## config.mk

```make
export PLATFORM = sky130hd
export DESIGN_NAME = voice_param_unpacker_flat
export DESIGN_NICKNAME = d
export VERILOG_FILES = /design/src/hw/rtl/vpu_pkg.sv /design/src/hw/rtl/vpu_ifs.sv /design/src/hw/rtl/vpu_decode.sv /design/src/hw/rtl/voice_param_unpacker.sv /design/src/flat_wrapper.sv
export VERILOG_INCLUDE_DIRS = /design/src /design/src/hw/rtl
export SDC_FILE = /design/constraint.sdc
export NUM_CORES = 1
export LEC_CHECK = 0
export BUFFER_PORTS_ARGS = -buffer_cell sky130_fd_sc_hd__buf_2
export CORE_MARGIN = 5
export CORE_UTILIZATION = 59
export CTS_BUF_LIST = sky130_fd_sc_hd__clkbuf_8
export CTS_CLUSTER_SIZE = 40
export DETAILED_ROUTE_END_ITERATION = 6
export PLACE_DENSITY = 0.77
export REMOVE_ABC_BUFFERS = 1
export SYNTH_ARGS = -nofsm -noshare
export SYNTH_HDL_FRONTEND = slang
export SYNTH_HIERARCHICAL = 1
export SYNTH_SLANG_ARGS = --single-unit
```

## constraint.sdc

```tcl
create_clock -name clk -period 6.8 [get_ports clk]
set_input_delay 1.02 -clock clk [delete_from_list [all_inputs] [get_ports clk]]
set_output_delay 1.02 -clock clk [all_outputs]
set_load 0.01 [all_outputs]
```

## src/hw/rtl/assert_macros.svh

```systemverilog
// assert_macros.svh: concurrent assertion macros for the voice unpacker RTL.
// Expects clk and rst_n in the scope of each use.
`ifndef ASSERT_MACROS_SVH
`define ASSERT_MACROS_SVH

// Implication that must hold in the same cycle.
`define ASSERT_IMPL(label, ante, cons, msg) \
  label: assert property (@(posedge clk) disable iff (!rst_n) (ante) |-> (cons)) \
    else $error(msg);

// Implication whose consequent is checked in the next cycle.
`define ASSERT_NEXT(label, ante, cons, msg) \
  label: assert property (@(posedge clk) disable iff (!rst_n) (ante) |=> (cons)) \
    else $error(msg);

`endif

```

## src/hw/rtl/vpu_pkg.sv

```systemverilog
// vpu_pkg: types, constants and helper functions of the voice unpacker.
// No dependencies; used by the interfaces, vpu_decode and voice_param_unpacker.
`default_nettype none

package vpu_pkg;

  localparam int NumOps     = 6;
  localparam int OpPacked   = 17;
  localparam int OpParams   = 21;
  localparam int NumParams  = 155;
  localparam int MaxRes     = 3;

  // byte codes within one operator's packed block
  localparam int OpLastRate = 10;
  localparam int OpSens     = 11;
  localparam int OpDetByte  = 12;
  localparam int OpMod      = 13;
  localparam int OpLevel    = 14;
  localparam int OpFreq     = 15;

  // global byte positions and their first parameter indexes
  localparam int PosEgBase  = NumOps * OpPacked;
  localparam int PosEgLast  = 109;
  localparam int PosAlgo    = 110;
  localparam int PosFbk     = 111;
  localparam int PosLfoBase = 112;
  localparam int PosLfoLast = 115;
  localparam int PosLfoWave = 116;
  localparam int PosTrans   = 117;
  localparam int PosName    = 118;

  localparam int IdxEgBase  = NumOps * OpParams;
  localparam int IdxAlgo    = 134;
  localparam int IdxFbk     = 135;
  localparam int IdxLfoBase = 137;
  localparam int IdxLfoWave = 141;
  localparam int IdxTrans   = 144;
  localparam int IdxName    = 145;
  localparam int ParamLast  = NumParams - 1;

  localparam int LevelMax   = 99;

  typedef logic [7:0] byte_t;
  typedef logic [6:0] pos_t;
  typedef logic [7:0] pidx_t;
  typedef logic [6:0] pval_t;
  typedef logic [3:0] det_t;
  typedef logic [1:0] cnt_t;

  typedef struct packed {
    cnt_t                     cnt;
    pidx_t [MaxRes-1:0]       idx;
    pval_t [MaxRes-1:0]       val;
  } dec_t;

  // value above 99 becomes value*99/255 rounded down
  function automatic pval_t scale99(byte_t b);
    logic [6:0]  v;
    logic [13:0] prod;
    logic [15:0] q;
    v    = b[6:0];
    prod = 14'(v) * 14'(LevelMax);
    q    = 16'(prod) + 16'd1 + 16'(prod[13:8]);
    if (v <= 7'(LevelMax)) begin
      return v;
    end
    return q[14:8];
  endfunction

  function automatic logic is_det_pos(pos_t p);
    logic hit;
    hit = 1'b0;
    for (int j = 0; j < NumOps; j++) begin
      if (p == 7'(j * OpPacked + OpDetByte)) begin
        hit = 1'b1;
      end
    end
    return hit;
  endfunction

endpackage

`default_nettype wire

```

## src/hw/rtl/vpu_ifs.sv

```systemverilog
// vpu_ifs: valid/ready channel interfaces for packed bytes and parameters.
// Depends on vpu_pkg.
`default_nettype none

interface vpu_in_if;
  import vpu_pkg::*;
  logic  valid;
  logic  ready;
  byte_t packed_byte;
  logic  frame_start;
  modport source (output valid, packed_byte, frame_start, input ready);
  modport sink   (input valid, packed_byte, frame_start, output ready);
endinterface

interface vpu_out_if;
  import vpu_pkg::*;
  logic  valid;
  logic  ready;
  pidx_t param_index;
  pval_t param_value;
  logic  run_last;
  logic  voice_done;
  modport source (output valid, param_index, param_value, run_last, voice_done,
                  input ready);
  modport sink   (input valid, param_index, param_value, run_last, voice_done,
                  output ready);
endinterface

`default_nettype wire

```

## src/hw/rtl/vpu_decode.sv

```systemverilog
// vpu_decode: maps one packed byte at its record position to up to three
// parameters (index, value). Depends on vpu_pkg.
`default_nettype none

module vpu_decode (
  input  vpu_pkg::byte_t b,
  input  vpu_pkg::pos_t  p,
  input  vpu_pkg::det_t  det,
  output vpu_pkg::dec_t  dec
);
  import vpu_pkg::*;

  logic [2:0] op;
  logic [4:0] i;
  pidx_t      base;

  always_comb begin
    op = '0;
    for (int j = 1; j < NumOps; j++) begin
      if (p >= 7'(j * OpPacked)) begin
        op = 3'(j);
      end
    end
    i    = 5'(p - 7'(int'(op) * OpPacked));
    base = 8'(int'(op) * OpParams);
  end

  always_comb begin
    dec     = '0;
    dec.cnt = 2'd1;
    if (p < 7'(PosEgBase)) begin
      if (i <= 5'(OpLastRate)) begin
        dec.idx[0] = base + 8'(i);
        dec.val[0] = scale99(b);
      end else begin
        unique case (i)
          5'(OpSens): begin
            dec.cnt    = 2'd2;
            dec.idx[0] = base + 8'd11;
            dec.val[0] = 7'(b[1:0]);
            dec.idx[1] = base + 8'd12;
            dec.val[1] = 7'(b[3:2]);
          end
          5'(OpDetByte): begin
            dec.idx[0] = base + 8'd13;
            dec.val[0] = 7'(b[2:0]);
          end
          5'(OpMod): begin
            dec.cnt    = 2'd2;
            dec.idx[0] = base + 8'd14;
            dec.val[0] = 7'(b[1:0]);
            dec.idx[1] = base + 8'd15;
            dec.val[1] = 7'(b[4:2]);
          end
          5'(OpLevel): begin
            dec.idx[0] = base + 8'd16;
            dec.val[0] = b[6:0];
          end
          5'(OpFreq): begin
            dec.cnt    = 2'd2;
            dec.idx[0] = base + 8'd17;
            dec.val[0] = 7'(b[0]);
            dec.idx[1] = base + 8'd18;
            dec.val[1] = 7'(b[5:1]);
          end
          default: begin
            dec.cnt    = 2'd2;
            dec.idx[0] = base + 8'd19;
            dec.val[0] = b[6:0];
            dec.idx[1] = base + 8'd20;
            dec.val[1] = 7'(det);
          end
        endcase
      end
    end else begin
      priority if (p <= 7'(PosEgLast)) begin
        dec.idx[0] = 8'(p) + 8'(IdxEgBase - PosEgBase);
        dec.val[0] = scale99(b);
      end else if (p == 7'(PosAlgo)) begin
        dec.idx[0] = 8'(IdxAlgo);
        dec.val[0] = 7'(b[4:0]);
      end else if (p == 7'(PosFbk)) begin
        dec.cnt    = 2'd2;
        dec.idx[0] = 8'(IdxFbk);
        dec.val[0] = 7'(b[2:0]);
        dec.idx[1] = 8'(IdxFbk + 1);
        dec.val[1] = 7'(b[3]);
      end else if (p <= 7'(PosLfoLast)) begin
        dec.idx[0] = 8'(p) + 8'(IdxLfoBase - PosLfoBase);
        dec.val[0] = b[6:0];
      end else if (p == 7'(PosLfoWave)) begin
        dec.cnt    = 2'd3;
        dec.idx[0] = 8'(IdxLfoWave);
        dec.val[0] = 7'(b[0]);
        dec.idx[1] = 8'(IdxLfoWave + 1);
        dec.val[1] = 7'(b[3:1]);
        dec.idx[2] = 8'(IdxLfoWave + 2);
        dec.val[2] = 7'(b[6:4]);
      end else if (p == 7'(PosTrans)) begin
        dec.idx[0] = 8'(IdxTrans);
        dec.val[0] = b[6:0];
      end else begin
        dec.idx[0] = 8'(p) + 8'(IdxName - PosName);
        dec.val[0] = b[6:0];
      end
    end
  end

endmodule

`default_nettype wire

```

## src/hw/rtl/voice_param_unpacker.sv

```systemverilog
// voice_param_unpacker: streams a 128-byte packed voice record into its
// 155 parameters. Depends on vpu_pkg, vpu_ifs, vpu_decode, assert_macros.svh.
//
//  channel | dir | word                                          | accepted when
//  in_ch   | in  | packed_byte, frame_start                      | valid && ready
//  out_ch  | out | param_index, param_value, run_last, voice_done | valid && ready
//
// One parameter leaves per cycle unless out_ch stalls; a byte stays in the
// unpack register until all its parameters (1 to 3) pass the single output port.
// A byte's first parameter is registered in the unpack, then the output register.
// The next byte is taken in the cycle its predecessor's last parameter moves on.
// Synchronous reset clears record position, held detune, sub-index and valid flags.
// out_ch.ready low with out_ch.valid high holds the output and unpack registers.
`default_nettype none
`include "assert_macros.svh"

module voice_param_unpacker (
  input wire logic  clk,
  input wire logic  rst_n,
  vpu_in_if.sink    in_ch,
  vpu_out_if.source out_ch
);
  import vpu_pkg::*;

  logic  in_vld_r;
  byte_t byte_r;
  pos_t  pos_r;
  det_t  det_r;
  pos_t  byte_pos_r;
  pos_t  byte_pos_nxt;
  det_t  held_det_r;
  det_t  held_det_nxt;
  cnt_t  k_r;

  logic  out_vld_r;
  pidx_t out_idx_r;
  pval_t out_val_r;
  logic  out_last_r;
  logic  out_done_r;

  dec_t  dec;
  pos_t  p_in;
  logic  in_acc;
  logic  emit;
  logic  emit_last;
  logic  is_last;

  vpu_decode u_decode (
    .b   (byte_r),
    .p   (pos_r),
    .det (det_r),
    .dec (dec)
  );

  assign p_in      = in_ch.frame_start ? '0 : byte_pos_r;
  assign in_acc    = in_ch.valid && in_ch.ready;
  assign is_last   = (k_r == dec.cnt - 2'd1);
  assign emit      = in_vld_r && (!out_vld_r || out_ch.ready);
  assign emit_last = emit && is_last;

  assign in_ch.ready = !in_vld_r || emit_last;

  always_comb begin
    byte_pos_nxt = byte_pos_r;
    held_det_nxt = held_det_r;
    if (in_acc) begin
      byte_pos_nxt = p_in + 7'd1;
      if (is_det_pos(p_in)) begin
        held_det_nxt = in_ch.packed_byte[6:3];
      end
    end
  end

  always_ff @(posedge clk) begin
    if (!rst_n) begin
      in_vld_r   <= 1'b0;
      byte_pos_r <= '0;
      held_det_r <= '0;
      k_r        <= '0;
      out_vld_r  <= 1'b0;
    end else begin
      byte_pos_r <= byte_pos_nxt;
      held_det_r <= held_det_nxt;
      if (in_acc) begin
        in_vld_r <= 1'b1;
      end else if (emit_last) begin
        in_vld_r <= 1'b0;
      end
      if (emit_last) begin
        k_r <= '0;
      end else if (emit) begin
        k_r <= k_r + 2'd1;
      end
      if (emit) begin
        out_vld_r <= 1'b1;
      end else if (out_ch.ready) begin
        out_vld_r <= 1'b0;
      end
    end
  end

  always_ff @(posedge clk) begin
    if (in_acc) begin
      byte_r <= in_ch.packed_byte;
      pos_r  <= p_in;
      det_r  <= held_det_r;
    end
    if (emit) begin
      out_idx_r  <= dec.idx[k_r];
      out_val_r  <= dec.val[k_r];
      out_last_r <= is_last;
      out_done_r <= (dec.idx[k_r] == 8'(ParamLast));
    end
  end

  assign out_ch.valid       = out_vld_r;
  assign out_ch.param_index = out_idx_r;
  assign out_ch.param_value = out_val_r;
  assign out_ch.run_last    = out_last_r;
  assign out_ch.voice_done  = out_done_r;

  `ASSERT_IMPL(a_sub_in_range, in_vld_r, k_r < dec.cnt, "sub index past result count")
  `ASSERT_IMPL(a_done_is_last, out_vld_r && out_done_r, out_last_r,
               "final parameter not last of its byte")
  `ASSERT_NEXT(a_hold_partial, emit && !is_last, in_vld_r && k_r != '0,
               "byte dropped before all parameters left")
  `ASSERT_NEXT(a_accept_loads, in_acc, in_vld_r && k_r == '0,
               "accepted byte not loaded at first result")

endmodule

`default_nettype wire
```

## src/flat_wrapper.sv

```systemverilog
// flat-port wrapper written by rule: the top's interface ports become plain ports
module voice_param_unpacker_flat import vpu_pkg::*;
  (clk, rst_n, in_ch_valid, in_ch_packed_byte, in_ch_frame_start, in_ch_ready, out_ch_valid, out_ch_param_index, out_ch_param_value, out_ch_run_last, out_ch_voice_done, out_ch_ready);
  vpu_in_if in_ch_i ();
  vpu_out_if out_ch_i ();
  input wire logic clk;
  input wire logic rst_n;
  input wire logic [$bits(in_ch_i.valid)-1:0] in_ch_valid;
  input wire logic [$bits(in_ch_i.packed_byte)-1:0] in_ch_packed_byte;
  input wire logic [$bits(in_ch_i.frame_start)-1:0] in_ch_frame_start;
  output wire logic [$bits(in_ch_i.ready)-1:0] in_ch_ready;
  output wire logic [$bits(out_ch_i.valid)-1:0] out_ch_valid;
  output wire logic [$bits(out_ch_i.param_index)-1:0] out_ch_param_index;
  output wire logic [$bits(out_ch_i.param_value)-1:0] out_ch_param_value;
  output wire logic [$bits(out_ch_i.run_last)-1:0] out_ch_run_last;
  output wire logic [$bits(out_ch_i.voice_done)-1:0] out_ch_voice_done;
  input wire logic [$bits(out_ch_i.ready)-1:0] out_ch_ready;
  assign in_ch_i.valid = in_ch_valid;
  assign in_ch_i.packed_byte = in_ch_packed_byte;
  assign in_ch_i.frame_start = in_ch_frame_start;
  assign in_ch_ready = in_ch_i.ready;
  assign out_ch_valid = out_ch_i.valid;
  assign out_ch_param_index = out_ch_i.param_index;
  assign out_ch_param_value = out_ch_i.param_value;
  assign out_ch_run_last = out_ch_i.run_last;
  assign out_ch_voice_done = out_ch_i.voice_done;
  assign out_ch_i.ready = out_ch_ready;
  voice_param_unpacker u_core (.clk(clk), .rst_n(rst_n), .in_ch(in_ch_i), .out_ch(out_ch_i));
endmodule
```

==> impl_metrics.py, run 1 <==
metrics = {
    "run_status": {
        "outcome": "completed",
    },
    "global_route": {
        "grt_overflow_total": 0,
        "grt_max_degree": 22,
        "gr-usage-all-layers": 0.266,
        "antenna_found_initial": 0,
        "global_route_wire_length_before_repair_mm": 31.0,
        "vias_in_the_first_global_route": 6243,
    },
    "clock_network": {
        "clk_transition_reported_paths_ns": 0.09,
        "root_buffer": "clkbuf_8",
        "ctsLongestPathBuffers": 2,
        "cts_hold_buf": 0,
        "cts_tree": "yes",
        "h-tree-depth": 2,
        "tritoncts.num_buffers": 5,
        "clk_latency_ns": 0.30,
        "clock_sinks": 50,
    },
    "cells_and_area": {
        "layout.filler_cells": 978,
        "post_layout_nonfiller_instances": 1013,
        "area_growth_syn_to_layout_pct": 7.55,
        "final_area_sq_mm": 0.00733,
        "most-common-layout-cells": "nand2_1, ha_1, inv_1",
        "design.final.nets": 974,
        "leading_cell_type_in_the_layout_fill_and_taps_excluded": "nand2_1",
        "diodes": 0,
        "proportion_of_layout_cells_with_a_drive_suffix_above_1": 0.140,
    },
    "placed_design": {
        "globalplace.congestion": 0.989,
        "placedInstanceArea_sq_mm": 0.00714,
        "detailed_placement_wirelength_estimate_mm": 15.0,
        "placedCellCount": 1000,
        "port-buffer-count": 30,
    },
    "timing": {
        "setup_viol_count_final": 0,
        "fin_crit_ns": 6.37,
        "timing.final.crit_share": 0.937,
        "setup_skew_after_layout_ns": 0.0135,
        "drv_slew": 0,
        "hold_violations": 0,
        "slew_headroom": 0.308,
        "fin_tns_setup_ns": 0,
        "maximum_clock_frequency_mhz": 157,
        "worst_slew_pin_slew_ns": 1.04,
    },
    "detailed_routing": {
        "detail_route.vias_per_cell": 6.38,
        "num_vias": 6458,
        "remaining_drc_errors": 0,
        "final_antenna_net_count": 0,
        "drt-pass1-iter-count": 6,
        "wirelength_mm": 19.1,
        "wl_per_cell_um": 18.9,
        "initialDrtViolationCount": 635,
    },
    "critical_path": {
        "crit_top_cell": "nand2_1",
        "max_stage_delay_on_crit_path_ns": 0.50,
        "cp.required_ns": 6.92,
        "arrival_ns": 6.49,
        "worst_setup_path_end_kind": "flop",
        "critical-path-slowest-cell": "edfxtp_1",
        "setup.worst_path.class": "reg -> reg",
        "crit_path_start_kind": "flop",
        "worst-path-max-fanout": 9,
    },
    "job": {
        "cap_violations": 0,
    },
    "floorplanning": {
        "count_of_pins_on_the_block_boundary": 32,
        "initial_core_util": 0.599,
        "floorplan.rows": 39,
        "die_area_sq_mm": 0.0138,
        "dieHeight_um": 117,
        "die_w_um": 117,
        "design.core.area_sq_mm": 0.0114,
    },
    "yosys": {
        "syn_avg_cell_area_sq_um": 8.18,
        "syn-cell-area_sq_mm": 0.00681,
        "yosys_warnings": 6,
        "synthesis.instances": 833,
    },
    "min_path": {
        "worst_hold_path_type": "reg -> reg",
    },
}
[what timing repair did]
item / 4_1_cts / 5_1_grt
gates resized for setup: 0 / 8
setup buffers: 0 / 5
setup endpoints to repair: 0 / 3
[sequential cells by signal, indices dropped and copies added (netlist names)]
name	count
u_core/out_ch.valid	1
u_core/out_ch.run_last	1
u_core/held_det_r	4
u_core/byte_pos_r	7
u_core/byte_r	7
u_core/out_ch.voice_done	1
u_core/in_vld_r	1
u_core/k_r	2
u_core/out_ch.param_index	8
u_core/det_r	4
u_core/pos_r	7
u_core/out_ch.param_value	7
[stage by stage]
stage          hold WS (ns)  setup WS, ns   util
2_1_floorplan         0.408        -0.409      -
3_3_place_gp          0.420         0.345  0.628
3_5_place_dp          0.416         0.239  0.628
4_1_cts               0.435         0.190  0.638
5_1_grt               0.469       -0.0132  0.644
6_report              0.439         0.431  0.644
[worst max-delay path, delay by kind of cell (launching register included)]
| kind | cells | cell delay, ns |
|---|---|---|
| AO/OA/AOI/OAI | 8 | 1.88 |
| XOR/XNOR | 1 | 0.14 |
| adder cells (fa/ha/maj) | 3 | 0.78 |
| buffers and inverters | 4 | 0.64 |
| flip-flops | 1 | 0.50 |
| multiplexers | 1 | 0.11 |
| AND/OR/NAND/NOR | 12 | 2.13 |
[per-layer routing]
metal,global-route usage,vias to the layer above,wire length (um),part of all wire
met5,0,-,0,0
met4,0.103,0,634,0.033
li1,-,3123,-,-
met1,0.327,3043,7980,0.42
met3,0.0279,59,951,0.050
met2,0.475,233,9540,0.50
[path summary, 6_finish.rpt]
kind                             start                        to  slack, ns  cells after the start
setup reg to reg       u_core/pos_r[3]  u_core/out_ch.voice_done       0.43                     29
hold / removal    u_core/held_det_r[0]           u_core/det_r[0]       0.44                      0
hold reg to reg   u_core/held_det_r[0]           u_core/det_r[0]       0.44                      0
setup / recovery       u_core/pos_r[3]  u_core/out_ch.voice_done       0.43                     29
[final cells by class]
cell class / count / area [sq um] / area share
Clock buffer: 5 / 68.8 / 0.00939
Clock inverter: 3 / 42.5 / 0.00581
Inverter: 61 / 229 / 0.0313
Multi-Input combinational cell: 681 / 5010 / 0.683
Sequential cell: 50 / 1350 / 0.184
Tap cell: 143 / 179 / 0.0244
Timing Repair Buffer: 70 / 450 / 0.0615
Power of run 1 is not shown: default switching activity piles up to over one toggle a cycle in this logic, so the estimate is an artifact.
==> run 2, diff against run 1 <==
--- a/config.mk
+++ b/config.mk
@@ -12,7 +12,7 @@
 export CTS_BUF_LIST = sky130_fd_sc_hd__clkbuf_8
 export CTS_CLUSTER_SIZE = 40
 export DETAILED_ROUTE_END_ITERATION = 6
-export PLACE_DENSITY = 0.77
+export PLACE_DENSITY = 0.85
 export REMOVE_ABC_BUFFERS = 1
 export SYNTH_ARGS = -nofsm -noshare
 export SYNTH_HDL_FRONTEND = slang
==> run 2 against run 1 <==
Sequential share of layout area up 0.063 points. Critical path depth down 2. Worst setup slack worse by 0.056 ns. Via count up 2.2%. Critical endpoint unchanged. Highest routed layer unchanged. First-iteration DRC count up 28%. Fmax down 0.87%. Hold slack about the same. Cell area down 0.34%. Clock skew down 0.0053 ns.
==> impl_metrics.py, run 2 (synthesis results as in run 1) <==
metrics = {
    "clock_network": {
        "tritoncts.num_buffers": 5,
        "clk_latency_ns": 0.30,
        "cts_tree": "yes",
        "cts_hold_buf": 0,
        "h-tree-depth": 2,
        "ctsLongestPathBuffers": 2,
        "clock_sinks": 50,
        "clk_transition_reported_paths_ns": 0.09,
        "root_buffer": "clkbuf_8",
    },
    "cells_and_area": {
        "final_core_util": 0.642,
        "largest_register_ffs": 8,
        "diodes": 0,
        "area_growth_syn_to_layout_pct": 7.18,
        "leading_cell_type_in_the_layout_fill_and_taps_excluded": "nand2_1",
        "most-common-layout-cells": "nand2_1, ha_1, inv_1",
        "proportion_of_layout_cells_with_a_drive_suffix_above_1": 0.136,
        "post_layout_nonfiller_instances": 1012,
        "design.final.nets": 973,
    },
    "timing": {
        "slew_headroom": 0.240,
        "setup_skew_after_layout_ns": 0.00816,
        "worst_slew_pin_slew_ns": 1.14,
        "maximum_clock_frequency_mhz": 156,
        "setup_viol_count_final": 0,
        "fin_tns_setup_ns": 0,
        "fin_crit_ns": 6.43,
        "drv_slew": 0,
        "timing.final.crit_share": 0.945,
        "hold_violations": 0,
        "worst_hold_slack_ns": 0.439,
    },
    "global_route": {
        "grt_use_met3": 0.0312,
        "vias_in_the_first_global_route": 6041,
        "global_route_wire_length_before_repair_mm": 29.0,
        "globalRoute.busiestLayer": "met2",
        "groute.layer.met2.usage": 0.428,
        "use_met1": 0.310,
        "antenna_found_initial": 0,
        "grt_max_degree": 24,
        "grt_overflow_total": 0,
        "gr-usage-all-layers": 0.244,
    },
    "floorplanning": {
        "design.core.area_sq_mm": 0.0114,
        "floorplan.rows": 39,
        "die_w_um": 117,
        "count_of_pins_on_the_block_boundary": 32,
        "dieHeight_um": 117,
        "initial_core_util": 0.599,
        "die_area_sq_mm": 0.0138,
    },
    "detailed_routing": {
        "wl_per_cell_um": 17.8,
        "final_antenna_net_count": 0,
        "remaining_drc_errors": 0,
        "detail_route.vias_per_cell": 6.52,
        "num_vias": 6598,
        "wirelength_mm": 18.1,
        "drt-pass1-iter-count": 6,
        "initialDrtViolationCount": 814,
    },
    "critical_path": {
        "setup.worst_path.class": "reg -> reg",
        "worst-path-max-fanout": 12,
        "ff2ff_path_depth": 27,
        "crit_path_start_kind": "flop",
        "arrival_ns": 6.55,
        "cp.required_ns": 6.93,
        "worst_setup_path_end_kind": "flop",
    },
    "placed_design": {
        "port-buffer-count": 30,
        "placedCellCount": 999,
        "globalplace.congestion": 1.04,
        "detailed_placement_wirelength_estimate_mm": 13.8,
    },
    "run_status": {
        "outcome": "completed",
    },
    "min_path": {
        "worst_hold_path_type": "reg -> reg",
        "min_path_cells": 0,
    },
    "job": {
        "cap_violations": 0,
    },
}
run 2: cell count changes in the layout (fill, tap and decap cells not counted), sizes merged:
cell / previous run / this run
buf: 70 / 69
run 2: metal layers:
| layer | share of wire | routed length, um |
|---|---|---|
| met5 | 0 | 0 |
| met4 | 0.032 | 579 |
| met3 | 0.078 | 1410 |
| met2 | 0.49 | 8770 |
| met1 | 0.40 | 7300 |
run 2: path summary, 6_finish.rpt:
| path | end | startpoint | slack, ns |
|---|---|---|---|
| setup / recovery | u_core/out_ch.voice_done | u_core/pos_r[4] | 0.37 |
| hold / removal | u_core/det_r[3] | u_core/held_det_r[3] | 0.44 |
| setup reg to reg | u_core/out_ch.voice_done | u_core/pos_r[4] | 0.37 |
| hold reg to reg | u_core/det_r[3] | u_core/held_det_r[3] | 0.44 |
run 2: cell type report:
cell class	count	area, sq um
timing repair buffer	69	440
tap	143	179
fill	940	4070
clock inverter	3	42.5
sequential	50	1350
clock buffer	5	68.8
multi-input combinational	681	4990
inverter	61	229
run 2: critical path, cell delays in order (launching register included):
cell       delay [ns]
edfxtp_1         0.58
ha_1             0.32
a21oi_1          0.19
a41oi_1          0.17
o21bai_4         0.20
a21oi_2          0.14
inv_1            0.07
ha_1             0.21
fa_1             0.45
a21bo_2          0.23
a2bb2oi_4        0.23
nor3b_2          0.22
a21oi_1          0.11
a22oi_1          0.26
nand2_1          0.10
or3_1            0.43
ha_1             0.30
or2_2            0.27
a21oi_1          0.22
nor2_1           0.11
a41oi_1          0.26
xnor2_1          0.15
nand2_1          0.10
a31oi_2          0.28
mux2i_1          0.11
o21ai_1          0.18
nand4b_1         0.10
nor4bb_1         0.26
run 2: per-stage QoR:
| stage | instance area, sq um | setup slack (ns) |
|---|---|---|
| after floorplan | 6550 | -0.409 |
| after global placement | 7130 | 0.328 |
| after detailed placement | 7130 | 0.164 |
| after CTS | 7240 | 0.184 |
| after global routing | 7300 | -0.0184 |
| final | 7300 | 0.375 |
run 2: timing repair:
action | CTS | global route
gates resized for setup | 0 | 5
setup buffers | 0 | 5
setup endpoints to repair | 0 | 1
Power of run 2 is left out for the same reason.
==> run 3, diff against run 2 <==
--- a/config.mk
+++ b/config.mk
@@ -6,8 +6,10 @@
 export SDC_FILE = /design/constraint.sdc
 export NUM_CORES = 1
 export LEC_CHECK = 0
+export ABC_CLOCK_PERIOD_IN_PS = 6800
 export BUFFER_PORTS_ARGS = -buffer_cell sky130_fd_sc_hd__buf_2
-export CORE_MARGIN = 5
+export CORE_ASPECT_RATIO = 1.2
+export CORE_MARGIN = 1
 export CORE_UTILIZATION = 59
 export CTS_BUF_LIST = sky130_fd_sc_hd__clkbuf_8
 export CTS_CLUSTER_SIZE = 40
==> run 3 against run 2 <==
Global-route usage up 6.4 points. Register-to-register slack lost 0.02 ns. Final cell count is 0.49% higher. First-iteration DRC count decreased by 16%. Clock-buffer cell count unchanged. Die area decreased by 13%. Clock skew is 0.0043 ns higher. Core utilization up 1.2 points. Sequential share of layout area barely moved. Critical path type is now reg -> out.
==> impl_metrics.py, run 3 (synthesis results as in run 1) <==
metrics = {
    "run_status": {
        "outcome": "completed",
    },
    "global_route": {
        "vias_in_the_first_global_route": 6177,
        "grt_max_degree": 22,
        "gr-usage-all-layers": 0.308,
        "antenna_found_initial": 0,
        "grt_overflow_total": 0,
        "global_route_wire_length_before_repair_mm": 29.4,
    },
    "critical_path": {
        "critical-path-slowest-cell": "fa_1",
        "crit_chain": "inv_1 -> ha_1 -> or4b_4 -> a31oi_4 -> o21bai_4 -> a21oi_2 -> buf_4 -> nor2_1 -> a21oi_1 -> fa_1 -> nor2_2 -> nor2_1 -> a2111o_1 -> a21oi_2 -> nand2_1 -> o31a_1 -> nand2b_1 -> or3_4 -> nand3_1 -> buf_2",
        "reg_to_reg_critical_path_endpoint": "u_core/out_ch.voice_done",
        "timing.critical_path.depth": 20,
        "r2r_setup_slack_ns": 0.35,
        "worst-path-max-fanout": 13,
        "critical_path.top_delay_family": "simple AND/OR/NAND/NOR gates",
        "critPathLaunch": "u_core/pos_r[0]",
        "ff2ff_path_depth": 29,
        "worst_setup_path_end_kind": "output pin",
        "arrival_ns": 5.50,
        "setup.worst_path.class": "reg -> out",
        "worst_r2r_startpoint": "u_core/pos_r[0]",
        "crit_path_start_kind": "flop",
        "cp.required_ns": 5.78,
        "worst_setup_path_endpoint": "in_ch_ready",
        "critical_path.n_buffers_inverters": 3,
        "max_stage_delay_on_crit_path_ns": 0.64,
    },
    "floorplanning": {
        "die_area_sq_mm": 0.0120,
        "design.core.area_sq_mm": 0.0111,
        "dieHeight_um": 120,
        "die_w_um": 100,
        "initial_core_util": 0.612,
        "floorplan.rows": 42,
        "count_of_pins_on_the_block_boundary": 32,
    },
    "timing": {
        "worst_slew_pin_slew_ns": 1.04,
        "setup_viol_count_final": 0,
        "maximum_clock_frequency_mhz": 153,
        "setup_skew_after_layout_ns": 0.0125,
        "hold_violations": 0,
        "drv_slew": 0,
        "slew_headroom": 0.307,
        "fin_crit_ns": 6.52,
        "timing.final.crit_share": 0.959,
        "post-route-worst-setup-slack_ns": 0.279,
    },
    "placed_design": {
        "port-buffer-count": 30,
        "detailed_placement_wirelength_estimate_mm": 14.1,
        "globalplace.congestion": 1.01,
        "detailedPlace.worstSlack_ns": 0.226,
        "placedCellCount": 1005,
    },
    "clock_network": {
        "clock_sinks": 50,
        "cts_tree": "yes",
        "cts_hold_buf": 0,
        "root_buffer": "clkbuf_8",
        "clk_latency_ns": 0.31,
        "clk_transition_reported_paths_ns": 0.09,
        "h-tree-depth": 2,
        "tritoncts.num_buffers": 5,
        "ctsLongestPathBuffers": 2,
    },
    "detailed_routing": {
        "num_vias": 6533,
        "drt-pass1-iter-count": 6,
        "final_antenna_net_count": 0,
        "initialDrtViolationCount": 683,
        "detail_route.vias_per_cell": 6.42,
        "wl_per_cell_um": 18.3,
        "remaining_drc_errors": 0,
        "wirelength_mm": 18.6,
    },
    "min_path": {
        "worst_hold_path_type": "reg -> reg",
    },
    "cells_and_area": {
        "post_layout_nonfiller_instances": 1017,
        "layout.filler_cells": 959,
        "leading_cell_type_in_the_layout_fill_and_taps_excluded": "nand2_1",
        "area_growth_syn_to_layout_pct": 6.96,
        "proportion_of_layout_cells_with_a_drive_suffix_above_1": 0.134,
        "design.final.nets": 967,
        "largest_register_ffs": 8,
        "diodes": 0,
        "most-common-layout-cells": "nand2_1, ha_1, inv_1",
    },
    "job": {
        "cap_violations": 0,
    },
}
## run 3: cell types whose count changed in the layout (fill, tap and decap cells not counted), sizes merged
cell | previous run | this run
buf | 69 | 63
## run 3: worst reg2reg max path: cells and delay by family (launching register included)
kind	cells	cell delay [ns]
adder cells (fa/ha/maj)	4	1.20
flip-flops	1	0.43
XOR/XNOR	1	0.09
AND/OR/NAND/NOR	9	2.12
AO/OA/AOI/OAI	11	1.95
multiplexers	1	0.17
buffers and inverters	3	0.32
## run 3: how the worst min path moves through the flow
stage / from / end / cells past startpoint / slack (ns)
floorplan: u_core/held_det_r[0] / u_core/det_r[0] / 0 / 0.41
global placement: u_core/held_det_r[0] / u_core/det_r[0] / 0 / 0.41
CTS: u_core/held_det_r[2] / u_core/det_r[2] / 0 / 0.44
finish: u_core/held_det_r[2] / u_core/det_r[2] / 0 / 0.44
global route: u_core/held_det_r[2] / u_core/det_r[2] / 0 / 0.46
detailed placement: u_core/held_det_r[1] / u_core/det_r[1] / 0 / 0.42
## run 3: cell type report
class / count / area (sq um) / share of cell area
clock inverter: 3 / 42.5 / 0.00584
multi-input combinational: 681 / 5010 / 0.687
sequential: 50 / 1350 / 0.185
timing repair buffer: 63 / 395 / 0.0543
inverter: 61 / 229 / 0.0314
clock buffer: 5 / 68.8 / 0.00944
tap: 154 / 193 / 0.0264
## run 3: metal layers
layer / vias up / global-route usage / wire [um]
met2: 307 / 0.553 / 9170
li1: 3101 / - / -
met3: 78 / 0.0303 / 1160
met4: 0 / 0.155 / 919
met1: 3047 / 0.360 / 7320
met5: - / 0 / 0
## run 3: per-stage QoR
stage	hold slack, ns	util	setup TNS, ns	area [sq um]
global route	0.459	0.654	-0.0179	7290
floorplan	0.408	-	-0.576	6550
detailed placement	0.419	0.638	0	7110
global placement	0.414	0.638	0	7110
CTS	0.435	0.648	0	7220
finish	0.437	0.654	0	7290
## run 3: repair_timing
item,4_1_cts,5_1_grt
gates resized for setup,0,10
buffers inserted,0,4
setup endpoints to repair,0,2
Power of run 3 is left out for the same reason.
